==> src/sv/ptt_pkg.sv <==
// Shared types, constants and codes of the periodic action timer table.
package ptt_pkg;

  localparam int NUM_ENTRIES = 16;
  localparam int IDX_W = (NUM_ENTRIES > 1) ? $clog2(NUM_ENTRIES) : 1;
  localparam int CNT_W = $clog2(NUM_ENTRIES + 1);
  localparam int TIME_W = 48;
  localparam int CFG_AW = 3;

  localparam logic [TIME_W-1:0] US_PER_MS = TIME_W'(1000);
  localparam logic [TIME_W-1:0] TIME_MAX = {TIME_W{1'b1}};

  typedef enum logic [1:0] {
    CMD_TICK  = 2'd0,
    CMD_START = 2'd1,
    CMD_STOP  = 2'd2
  } cmd_t;

  typedef enum logic [1:0] {
    KIND_FIRE = 2'd0,
    KIND_END  = 2'd1,
    KIND_ACK  = 2'd2
  } kind_t;

  typedef enum logic [1:0] {
    ST_OK        = 2'd0,
    ST_FULL      = 2'd1,
    ST_NOT_FOUND = 2'd2
  } status_t;

  typedef struct packed {
    logic [31:0]       id;
    logic [31:0]       interval;
    logic [31:0]       life;
    logic              unlimited;
    logic              stop_flag;
    logic [TIME_W-1:0] process;
    logic [TIME_W-1:0] phase;
  } entry_t;

  localparam int ENTRY_W = $bits(entry_t);

endpackage

==> src/sv/ptt_ram.sv <==
// Generic single-write, single-read synchronous RAM with a registered read port.
module ptt_ram #(
  parameter int WIDTH = 8,
  parameter int DEPTH = 16,
  parameter int AW = (DEPTH > 1) ? $clog2(DEPTH) : 1
) (
  input  logic             clk,
  input  logic             we,
  input  logic [AW-1:0]    waddr,
  input  logic [WIDTH-1:0] wdata,
  input  logic [AW-1:0]    raddr,
  output logic [WIDTH-1:0] rdata
);

  logic [WIDTH-1:0] mem [DEPTH];

  always_ff @(posedge clk) begin
    if (we) begin
      mem[waddr] <= wdata;
    end
    rdata <= mem[raddr];
  end

endmodule

==> src/sv/ptt_cfg.sv <==
// APB-style configuration register block holding the elapsed-time clamp.
module ptt_cfg (
  input  logic                      clk,
  input  logic                      rst_n,
  input  logic                      psel,
  input  logic                      penable,
  input  logic                      pwrite,
  input  logic [ptt_pkg::CFG_AW-1:0] paddr,
  input  logic [31:0]               pwdata,
  output logic [31:0]               prdata,
  output logic                      pready,
  output logic [31:0]               max_elapsed_us
);
  import ptt_pkg::*;

  logic [31:0] max_el_r;
  logic        sel0;

  // Register 0 sits at byte address 0; any other word is unused.
  assign sel0 = (paddr[CFG_AW-1:2] == '0);

  always_ff @(posedge clk) begin
    if (!rst_n) begin
      max_el_r <= 32'hFFFF_FFFF;
    end else if (psel && penable && pwrite && sel0) begin
      max_el_r <= pwdata;
    end
  end

  assign prdata = sel0 ? max_el_r : 32'd0;
  assign pready = 1'b1;
  assign max_elapsed_us = max_el_r;

endmodule

==> src/sv/periodic_action_timer_table.sv <==
// Top level of the periodic action timer table: command sequencer around the entry RAM.
// A start writes its entry unless the table is full and then acknowledges; the unused code
// goes straight to the acknowledge. A stop reads and compares each entry in turn until the id
// is found or the table ends; a tick takes each live entry through the read, multiply and
// evaluate steps around the single entry RAM port, then gives an end event. Throughput: one
// item at a time. Reset (synchronous, rst_n low) empties the table and sets the clamp to all ones.
module periodic_action_timer_table (
  input  logic                       clk,
  input  logic                       rst_n,
  // Input channel.
  input  logic                       in_valid,
  output logic                       in_stall,
  input  logic [1:0]                 in_cmd,
  input  logic [31:0]                in_timer_id,
  input  logic [31:0]                in_interval_ms,
  input  logic [31:0]                in_life_ms,
  input  logic                       in_life_unlimited,
  input  logic [31:0]                in_elapsed_us,
  // Result channel.
  output logic                       out_valid,
  input  logic                       out_stall,
  output logic [1:0]                 out_kind,
  output logic [1:0]                 out_status,
  output logic [31:0]                out_fired_id,
  output logic [31:0]                out_clamped_elapsed_us,
  output logic [47:0]                out_process_us,
  output logic                       out_last,
  // Configuration port.
  input  logic                       psel,
  input  logic                       penable,
  input  logic                       pwrite,
  input  logic [ptt_pkg::CFG_AW-1:0] paddr,
  input  logic [31:0]                pwdata,
  output logic [31:0]                prdata,
  output logic                       pready
);
  import ptt_pkg::*;

  typedef enum logic [3:0] {
    S_IDLE, S_TRD, S_TMUL, S_TEVAL, S_TEND, S_START, S_SRD, S_SCMP, S_ACK
  } state_t;

  logic [31:0] max_el;

  ptt_cfg u_cfg (
    .clk            (clk),
    .rst_n          (rst_n),
    .psel           (psel),
    .penable        (penable),
    .pwrite         (pwrite),
    .paddr          (paddr),
    .pwdata         (pwdata),
    .prdata         (prdata),
    .pready         (pready),
    .max_elapsed_us (max_el)
  );

  // The entry RAM. Live entries always occupy slots 0 .. count-1, so the
  // fill count stands in for per-slot valid bits.
  logic               mem_we;
  logic [IDX_W-1:0]   mem_waddr;
  entry_t             mem_wdata;
  logic [IDX_W-1:0]   mem_raddr;
  logic [ENTRY_W-1:0] mem_rdata;
  entry_t             mem_q;

  ptt_ram #(.WIDTH(ENTRY_W), .DEPTH(NUM_ENTRIES), .AW(IDX_W)) u_ram (
    .clk   (clk),
    .we    (mem_we),
    .waddr (mem_waddr),
    .wdata (mem_wdata),
    .raddr (mem_raddr),
    .rdata (mem_rdata)
  );
  assign mem_q = entry_t'(mem_rdata);

  state_t            state_r, state_nxt;
  logic [CNT_W-1:0]  count_r, count_nxt;
  logic [CNT_W-1:0]  idx_r, idx_nxt;    // read pointer of a walk
  logic [CNT_W-1:0]  keep_r, keep_nxt;  // compaction write pointer of a tick
  logic [31:0]       id_r, id_nxt;
  logic [31:0]       ivl_r, ivl_nxt;
  logic [31:0]       life_r, life_nxt;
  logic              unl_r, unl_nxt;
  logic [31:0]       el_r, el_nxt;
  status_t           ack_st_r, ack_st_nxt;
  // Registered products and sums of the entry under evaluation.
  entry_t            rec_r, rec_nxt;
  logic [TIME_W-1:0] life_k_r, life_k_nxt;
  logic [TIME_W-1:0] ivl_k_r, ivl_k_nxt;
  logic [TIME_W-1:0] proc_s_r, proc_s_nxt;
  logic [TIME_W-1:0] phase_s_r, phase_s_nxt;
  // Output register.
  logic              ov_r, ov_nxt;
  kind_t             ok_r, ok_nxt;
  status_t           os_r, os_nxt;
  logic [31:0]       oid_r, oid_nxt;
  logic [31:0]       oel_r, oel_nxt;
  logic [TIME_W-1:0] opr_r, opr_nxt;
  logic              olast_r, olast_nxt;

  logic              out_free;
  logic              in_acc;
  logic [TIME_W:0]   psum, hsum;
  logic              drop, fire;
  entry_t            upd;

  assign out_free = !ov_r || !out_stall;
  assign in_stall = (state_r != S_IDLE);
  assign in_acc = in_valid && !in_stall;

  assign psum = {1'b0, mem_q.process} + (TIME_W + 1)'(el_r);
  assign hsum = {1'b0, mem_q.phase} + (TIME_W + 1)'(el_r);

  // Lifetime and interval are compared in microseconds, which avoids any divide.
  assign drop = rec_r.stop_flag || (!rec_r.unlimited && (rec_r.process >= life_k_r));
  assign fire = (phase_s_r >= ivl_k_r);

  always_comb begin
    upd = rec_r;
    upd.process = proc_s_r;
    upd.phase = fire ? (phase_s_r - ivl_k_r) : phase_s_r;
  end

  always_comb begin
    state_nxt   = state_r;
    count_nxt   = count_r;
    idx_nxt     = idx_r;
    keep_nxt    = keep_r;
    id_nxt      = id_r;
    ivl_nxt     = ivl_r;
    life_nxt    = life_r;
    unl_nxt     = unl_r;
    el_nxt      = el_r;
    ack_st_nxt  = ack_st_r;
    rec_nxt     = rec_r;
    life_k_nxt  = life_k_r;
    ivl_k_nxt   = ivl_k_r;
    proc_s_nxt  = proc_s_r;
    phase_s_nxt = phase_s_r;
    ov_nxt      = ov_r && out_stall;
    ok_nxt      = ok_r;
    os_nxt      = os_r;
    oid_nxt     = oid_r;
    oel_nxt     = oel_r;
    opr_nxt     = opr_r;
    olast_nxt   = olast_r;
    mem_we      = 1'b0;
    mem_waddr   = keep_r[IDX_W-1:0];
    mem_wdata   = upd;
    mem_raddr   = idx_r[IDX_W-1:0];

    case (state_r)
      S_IDLE: begin
        if (in_acc) begin
          id_nxt     = in_timer_id;
          ivl_nxt    = in_interval_ms;
          life_nxt   = in_life_ms;
          unl_nxt    = in_life_unlimited;
          el_nxt     = (in_elapsed_us < max_el) ? in_elapsed_us : max_el;
          idx_nxt    = '0;
          keep_nxt   = '0;
          ack_st_nxt = ST_OK;
          case (in_cmd)
            CMD_TICK:  state_nxt = S_TRD;
            CMD_START: state_nxt = S_START;
            CMD_STOP:  state_nxt = S_SRD;
            default:   state_nxt = S_ACK;
          endcase
        end
      end
      S_TRD: begin
        state_nxt = (idx_r == count_r) ? S_TEND : S_TMUL;
      end
      S_TMUL: begin
        rec_nxt     = mem_q;
        life_k_nxt  = TIME_W'(mem_q.life) * US_PER_MS;
        ivl_k_nxt   = TIME_W'(mem_q.interval) * US_PER_MS;
        proc_s_nxt  = psum[TIME_W] ? TIME_MAX : psum[TIME_W-1:0];
        phase_s_nxt = hsum[TIME_W] ? TIME_MAX : hsum[TIME_W-1:0];
        state_nxt   = S_TEVAL;
      end
      S_TEVAL: begin
        if (drop) begin
          idx_nxt   = idx_r + 1'b1;
          state_nxt = S_TRD;
        end else if (!fire || out_free) begin
          // The write slot never passes the read pointer, so no hazard exists.
          mem_we    = 1'b1;
          keep_nxt  = keep_r + 1'b1;
          idx_nxt   = idx_r + 1'b1;
          state_nxt = S_TRD;
          if (fire) begin
            ov_nxt    = 1'b1;
            ok_nxt    = KIND_FIRE;
            os_nxt    = ST_OK;
            oid_nxt   = rec_r.id;
            oel_nxt   = el_r;
            opr_nxt   = proc_s_r;
            olast_nxt = 1'b0;
          end
        end
      end
      S_TEND: begin
        if (out_free) begin
          count_nxt = keep_r;
          ov_nxt    = 1'b1;
          ok_nxt    = KIND_END;
          os_nxt    = ST_OK;
          oid_nxt   = 32'd0;
          oel_nxt   = el_r;
          opr_nxt   = '0;
          olast_nxt = 1'b1;
          state_nxt = S_IDLE;
        end
      end
      S_START: begin
        if (count_r >= CNT_W'(NUM_ENTRIES)) begin
          ack_st_nxt = ST_FULL;
        end else begin
          mem_we              = 1'b1;
          mem_waddr           = count_r[IDX_W-1:0];
          mem_wdata.id        = id_r;
          mem_wdata.interval  = ivl_r;
          mem_wdata.life      = life_r;
          mem_wdata.unlimited = unl_r;
          mem_wdata.stop_flag = 1'b0;
          mem_wdata.process   = '0;
          mem_wdata.phase     = '0;
          count_nxt           = count_r + 1'b1;
        end
        state_nxt = S_ACK;
      end
      S_SRD: begin
        if (idx_r == count_r) begin
          ack_st_nxt = ST_NOT_FOUND;
          state_nxt  = S_ACK;
        end else begin
          state_nxt = S_SCMP;
        end
      end
      S_SCMP: begin
        if (mem_q.id == id_r) begin
          mem_we              = 1'b1;
          mem_waddr           = idx_r[IDX_W-1:0];
          mem_wdata           = mem_q;
          mem_wdata.stop_flag = 1'b1;
          state_nxt           = S_ACK;
        end else begin
          idx_nxt   = idx_r + 1'b1;
          state_nxt = S_SRD;
        end
      end
      S_ACK: begin
        if (out_free) begin
          ov_nxt    = 1'b1;
          ok_nxt    = KIND_ACK;
          os_nxt    = ack_st_r;
          oid_nxt   = 32'd0;
          oel_nxt   = 32'd0;
          opr_nxt   = '0;
          olast_nxt = 1'b1;
          state_nxt = S_IDLE;
        end
      end
      default: state_nxt = S_IDLE;
    endcase
  end

  always_ff @(posedge clk) begin
    if (!rst_n) begin
      state_r <= S_IDLE;
      count_r <= '0;
      idx_r   <= '0;
      keep_r  <= '0;
      ov_r    <= 1'b0;
    end else begin
      state_r <= state_nxt;
      count_r <= count_nxt;
      idx_r   <= idx_nxt;
      keep_r  <= keep_nxt;
      ov_r    <= ov_nxt;
    end
    id_r      <= id_nxt;
    ivl_r     <= ivl_nxt;
    life_r    <= life_nxt;
    unl_r     <= unl_nxt;
    el_r      <= el_nxt;
    ack_st_r  <= ack_st_nxt;
    rec_r     <= rec_nxt;
    life_k_r  <= life_k_nxt;
    ivl_k_r   <= ivl_k_nxt;
    proc_s_r  <= proc_s_nxt;
    phase_s_r <= phase_s_nxt;
    ok_r      <= ok_nxt;
    os_r      <= os_nxt;
    oid_r     <= oid_nxt;
    oel_r     <= oel_nxt;
    opr_r     <= opr_nxt;
    olast_r   <= olast_nxt;
  end

  assign out_valid              = ov_r;
  assign out_kind               = ok_r;
  assign out_status             = os_r;
  assign out_fired_id           = oid_r;
  assign out_clamped_elapsed_us = oel_r;
  assign out_process_us         = opr_r;
  assign out_last               = olast_r;

  // The fill count never exceeds the table size.
  a_count_bound: assert property (@(posedge clk) disable iff (!rst_n)
    count_r <= CNT_W'(NUM_ENTRIES))
    else $error("entry count exceeds table size");

  // Compaction never writes past the entry being read.
  a_keep_le_idx: assert property (@(posedge clk) disable iff (!rst_n)
    keep_r <= idx_r)
    else $error("compaction pointer passed read pointer");

  // An accepted transaction makes the block busy in the next cycle.
  a_busy_after_acc: assert property (@(posedge clk) disable iff (!rst_n)
    in_acc |=> in_stall)
    else $error("input not stalled after acceptance");

  // The RAM is written only while a command is in progress.
  a_we_busy: assert property (@(posedge clk) disable iff (!rst_n)
    mem_we |-> (state_r != S_IDLE))
    else $error("entry RAM written while idle");

endmodule

==> config.mk <==
export PLATFORM = sky130hd
export DESIGN_NAME = periodic_action_timer_table
export DESIGN_NICKNAME = d
export VERILOG_FILES = /design/src/sv/ptt_pkg.sv /design/src/sv/ptt_ram.sv /design/src/sv/ptt_cfg.sv /design/src/sv/periodic_action_timer_table.sv
export SDC_FILE = /design/constraint.sdc
export NUM_CORES = 2
export LEC_CHECK = 0
export BUFFER_PORTS_ARGS = -buffer_cell sky130_fd_sc_hd__clkbuf_2
export CAP_MARGIN = 20
export CORE_MARGIN = 8
export CORE_UTILIZATION = 35
export CTS_BUF_LIST = sky130_fd_sc_hd__clkbuf_4
export CTS_CLUSTER_DIAMETER = 60
export CTS_CLUSTER_SIZE = 10
export DETAILED_ROUTE_END_ITERATION = 12
export PLACE_DENSITY = 0.5
export SETUP_SLACK_MARGIN = 0.02
export SLEW_MARGIN = 5
export SYNTH_ARGS = -nofsm -noshare
export SYNTH_HDL_FRONTEND = slang
export SYNTH_SLANG_ARGS = --single-unit
==> constraint.sdc <==
create_clock -name clk -period 21.5 [get_ports clk]
set_input_delay 6.45 -clock clk [delete_from_list [all_inputs] [get_ports clk]]
set_output_delay 6.45 -clock clk [all_outputs]
set_load 0.02 [all_outputs]
# Yosys cells after proc, flatten, opt, wreduce, memory -nomap -nowiden
# Memories as Yosys holds them, arrays and structs flattened. A register that Yosys moved wholly into a read port is not among the register bits.
# Index checks and enable logic that the tools add are counted.
[op_classes]
multipliers = 2
n_lt_le_gt_ge = 4
n_addsub = 6
n_eq_ne = 24
mux = 74
n_bitwise = 1
n_reduce_logical = 32
[ops]
columns = ["operator", "n"]
rows = [
  ["194-bit two-way mux", 2],
  ["194-bit case mux with 2 select lines", 1],
  ["32-bit two-way mux", 10],
  ["48-bit two-way mux", 5],
  ["48-bit by 32-bit adder with 49-bit output", 2],
  ["48-bit by 42-bit greater-or-equal comparator with 1-bit output", 2],
  ["32-bit case mux with 3 select lines", 1],
  ["48-bit case mux with 2 select lines", 1],
  ["32-bit by 7-bit multiplier with 39-bit output, second input constant", 2],
  ["32-bit case mux with 2 select lines", 1],
  ["48-bit by 42-bit subtractor with 48-bit output", 1],
  ["5-bit two-way mux", 8],
  ["32-bit == test", 1],
  ["32-bit < comparator", 1],
  ["4-bit two-way mux", 8],
  ["4-bit case mux with 8 select lines", 1],
  ["2-bit two-way mux", 10],
  ["2-bit inequality test, second input constant", 10],
  ["5-bit case mux with 2 select lines", 2],
  ["2-bit case mux with 3 select lines", 3],
  ["4-bit by 3-bit == test with 1-bit output, second input constant", 4],
  ["5-bit by 1-bit adder with 5-bit output, second input constant", 3],
  ["5-bit case mux with 3 select lines", 1],
  ["1-bit two-way mux", 14],
  ["other kinds (29)", 49],
]
[word_totals]
ramBits = 3104
reg_bits = 620
n_memories = 1
word_cells = 172
in_bits = 173
output_inout_bits = 152
[mem_list]
columns = ["name", "depth", "word_bits", "read_ports", "rd_ports_with_merged_regs", "write_ports", "line_no", "source"]
rows = [
  ["u_ram.mem", 16, 194, 1, 1, 1, "ptt_ram.sv:15", "logic [WIDTH-1:0] mem [DEPTH];"],
]

# Logic depth before layout (Yosys ltp)
[depth]
ltp_word = 8
ltp_mapped = 20
ltp_nobuf = 19

# Hierarchy
# From an unflattened synthesis, not the netlist that was laid out.
[unflattened]
hier_cells = 9000
area_unflattened_um2 = 163370.4
[modules_own_cells]
columns = ["module", "instances", "area_each_um2", "cells_per_inst"]
rows = [
  ["ptt_ram", 1, 120309.1, 5075],
  ["periodic_action_timer_table", 1, 41363.4, 3748],
  ["ptt_cfg", 1, 1697.9, 177],
]

# Worst setup path after synthesis
# Ideal clock, no wire load.
[synth_path]
path_type = "register to register"
start = "register state_r[0]"
end = "register ivl_k_r[10] (enable)"
path_buffers = 1
t_arrival_ns = 21.771
synth_period_minus_slack_ns = 23.154
setup_time_ns = 1.383
stages_incl_launch_ff = 3
setup_slack_ns = -1.654
required_ns = 20.117
cell_sequence = "dfxtp_1 -> buf_2 -> nor3_1"
[synth_via]
elab_chain_len = 1
[synth_lines]
columns = ["element", "line_no", "source"]
rows = [
  ["start, declared", "periodic_action_timer_table.sv:77", "state_t state_r, state_nxt;"],
  ["start signal, assigned", "periodic_action_timer_table.sv:278", "state_r <= state_nxt;"],
  ["4-bit by 2-bit == test with 1-bit output", "periodic_action_timer_table.sv:153", "case (state_r)"],
  ["end signal, assigned", "periodic_action_timer_table.sv:292", "ivl_k_r <= ivl_k_nxt;"],
  ["end, declared", "periodic_action_timer_table.sv:90", "logic [TIME_W-1:0] ivl_k_r, ivl_k_nxt;"],
]
# Every way passes these cells.
# A chain may end at the register's enable or synchronous reset.

# Worst setup path in the final report
[layout_path]
start = "input paddr[2] in the netlist's numbering"
end = "output prdata[5]"
[layout_via]
elab_chain_len = 1
[layout_lines]
columns = ["element", "line_no", "source"]
rows = [
  ["start, declared", "periodic_action_timer_table.sv:32", "input logic [ptt_pkg::CFG_AW-1:0] paddr,"],
  ["32-bit two-way mux", "ptt_cfg.sv:30", "assign prdata = sel0 ? max_el_r : 32'd0;"],
  ["end, declared", "periodic_action_timer_table.sv:34", "output logic [31:0] prdata,"],
]
# Every way passes these cells.

==> results.cfg <==
[floorplan]
die-area_sq_um = 487000
io_pins = 325
std_cell_rows = 250
coreArea_sq_um = 463000
fp.dieW_microns = 698
start_util_pct = 35.1
die_h_microns = 698

[worst_setup_path]
criticalPathCategory = primary input to output port
start_kind = primary input
path_max_fanout = 33
end_kind = output port
crit_required_ns = 15.05
arrival_ns = 7.65

[sta]
fmax_ghz = 0.0709
tightest_slew_ns = 1.18
hold_viol = 0
setup_tns_ns = 0
fin_crit_sh_pct = 65.6
slew_headroom_pct = 20.8
drv_slew = 0
grt_setup_unrepaired = false
finClkSkew_ns = 0.217
setup_viol = 0
fin_crit_ns = 14.10

[yosys]
synth_warnings = 0
syn-cell-area_sq_um = 163000
synth.avg_cell_area_sq_um = 19.2
synth_top_area_cell = edfxtp_1
ys.flop_type = edfxtp_1
synth_common_cells = 3668 x edfxtp_1, 970 x mux4_2, 601 x inv_1
synth-seq-cells = 3914
synth_edf_count = 3668
netlist.area_leader.share_pct = 67.7
synth_nets = 9233
syn_inst = 8470
synthDistinctLibCells = 92
synth_most_common_cell = edfxtp_1
yosysSeqAreaShare_pct = 70.7
synth.area.top_cells = edfxtp_1 68%, mux4_2 13%, dfxtp_1 3.0%, fa_1 2.9%, ha_1 2.7%
synthArstFlopShare_pct = 0

[job]
drv_cap = 0

[placed_design]
portBuffers = 321
dp_hpwl_microns = 257000
gp_congestion = 0.848

[pwr]
ir_drop_uv = 76.8
finalPower_mw = 18.5
p_leak_nw = 58.9
p_per_area_nw_per_um2 = 104

[drt]
drc = 0
first_pass_iters = 9
via_per_inst = 5.32
ant_nets = 0
vias = 83202
wl_per_cell_microns = 28.5
drtIter0Drc = 8199
wirelength_microns = 445000

[cts]
clk_pin_slew_ns = 0.11
ctsResizeCount = 0
numCtsBuffers = 450
post_cts_buffers = 0
holdBufCountCts = 0
root_buffer = clkbuf_4
clk_latency_ns = 1.62
cts_tree = done
h-tree-depth = 5
cts.sinks = 3914
cts_buffer_depth = 4

[global_route]
grt_pass1_wl_microns = 638000
grt_pass1_vias = 86499
grt-ovfl-total = 0
grt_usage_pct = 17.8
grt_max_degree = 139
antenna_found_initial = 40

[layout]
drive_above_1_share_pct = 25.0
fin_nets = 9837
syn_to_final_growth_pct = 9.98

[status]
status = complete, no violations

[min_path]
hp-class = flip-flop to flip-flop
[flip-flops by register name, summed over array words and instances (netlist names), 32 cells and up]
| signal | count |
|---|---|
| el_r | 32 |
| id_r | 32 |
| ivl_k_r | 37 |
| ivl_r | 32 |
| life_k_r | 37 |
| life_r | 32 |
| out_clamped_elapsed_us | 32 |
| out_fired_id | 32 |
| out_process_us | 48 |
| phase_s_r | 48 |
| proc_s_r | 48 |
| rec_r | 146 |
| u_cfg.max_elapsed_us | 32 |
| u_ram.mem | 3104 |
| u_ram.rdata | 194 |
[cells in the final DEF (no fill, tap or decap), types with 26 or more instances in the layout]
cell      instances
and2_1          104
mux4_2          970
nor3_1           32
o21a_1           28
o21ai_0         134
nand2_1         260
inv_1           600
edfxtp_1       3668
xnor2_1         135
nand3_1          61
nand4_1          49
a31oi_1          31
and3_1           35
clkbuf_2        320
fa_1            239
o21bai_1         26
dfxtp_1         242
a21o_1           98
xor2_1           62
nor2_1          175
a22o_1           53
o21ai_1          42
nand2b_1         29
nor2b_1          53
a21oi_1         180
o211ai_1         42
clkbuf_4        754
ha_1            351
buf_4           168
mux2_1           32
a222oi_1        100
[routing by layer]
layer,wire length [microns],track usage (%)
met5,16,0
met4,9250,3.63
met3,25000,2.50
met2,212000,29.2
met1,199000,25.4
[power by group]
| group | internal [mW] | switching (mW) |
|---|---|---|
| Sequential | 9.48 | 0.338 |
| Clock | 1.75 | 2.54 |
| Combinational | 1.51 | 2.91 |
[through the flow]
stage	cell area, sq um	hold slack (ns)	instances	utilization [%]	setup WS, ns
6_report	179000	0.400	15626	38.6	7.40
3_3_place_gp	173000	0.398	14786	37.2	7.47
2_1_floorplan	163000	0.386	8470	-	5.69
5_1_grt	179000	0.410	15619	38.6	7.35
3_5_place_dp	173000	0.395	14787	37.2	7.37
4_1_cts	179000	0.369	15605	38.6	7.38
[final cells by class]
type / instances / area (sq um)
clock inverter: 64 / 746
sequential: 3914 / 115000
multi-input combinational: 3600 / 44300
tap: 6174 / 7720
inverter: 601 / 2260
clock buffer: 754 / 5660
fill: 42046 / 284000
timing repair buffer: 507 / 3220
antenna: 12 / 30.0
[path summary, 6_finish.rpt]
path | start | endpoint | slack (ns) | cells past startpoint
max reg2reg | id_r[26] | u_ram.mem[5][76] | 12.73 | 12
min | u_ram.rdata[190] | rec_r[190] | 0.40 | 0
max | paddr[2] | prdata[5] | 7.40 | 3
min reg2reg | u_ram.rdata[190] | rec_r[190] | 0.40 | 0
[kinds of logic after synthesis]
group	synth area share, %
xor+xnor	1.06
simple gates	2.73
flops	70.7
compound gates	3.83
fa+ha+maj	5.64
other cells	0.00230
mux	13.8
buf+inv	2.23
[critical path, stage by stage]
cell,delay (ns)
clkbuf_2,0.58
nor2_1,0.37
clkbuf_2,0.23
Note: power is estimated with default switching activity, not from simulation.
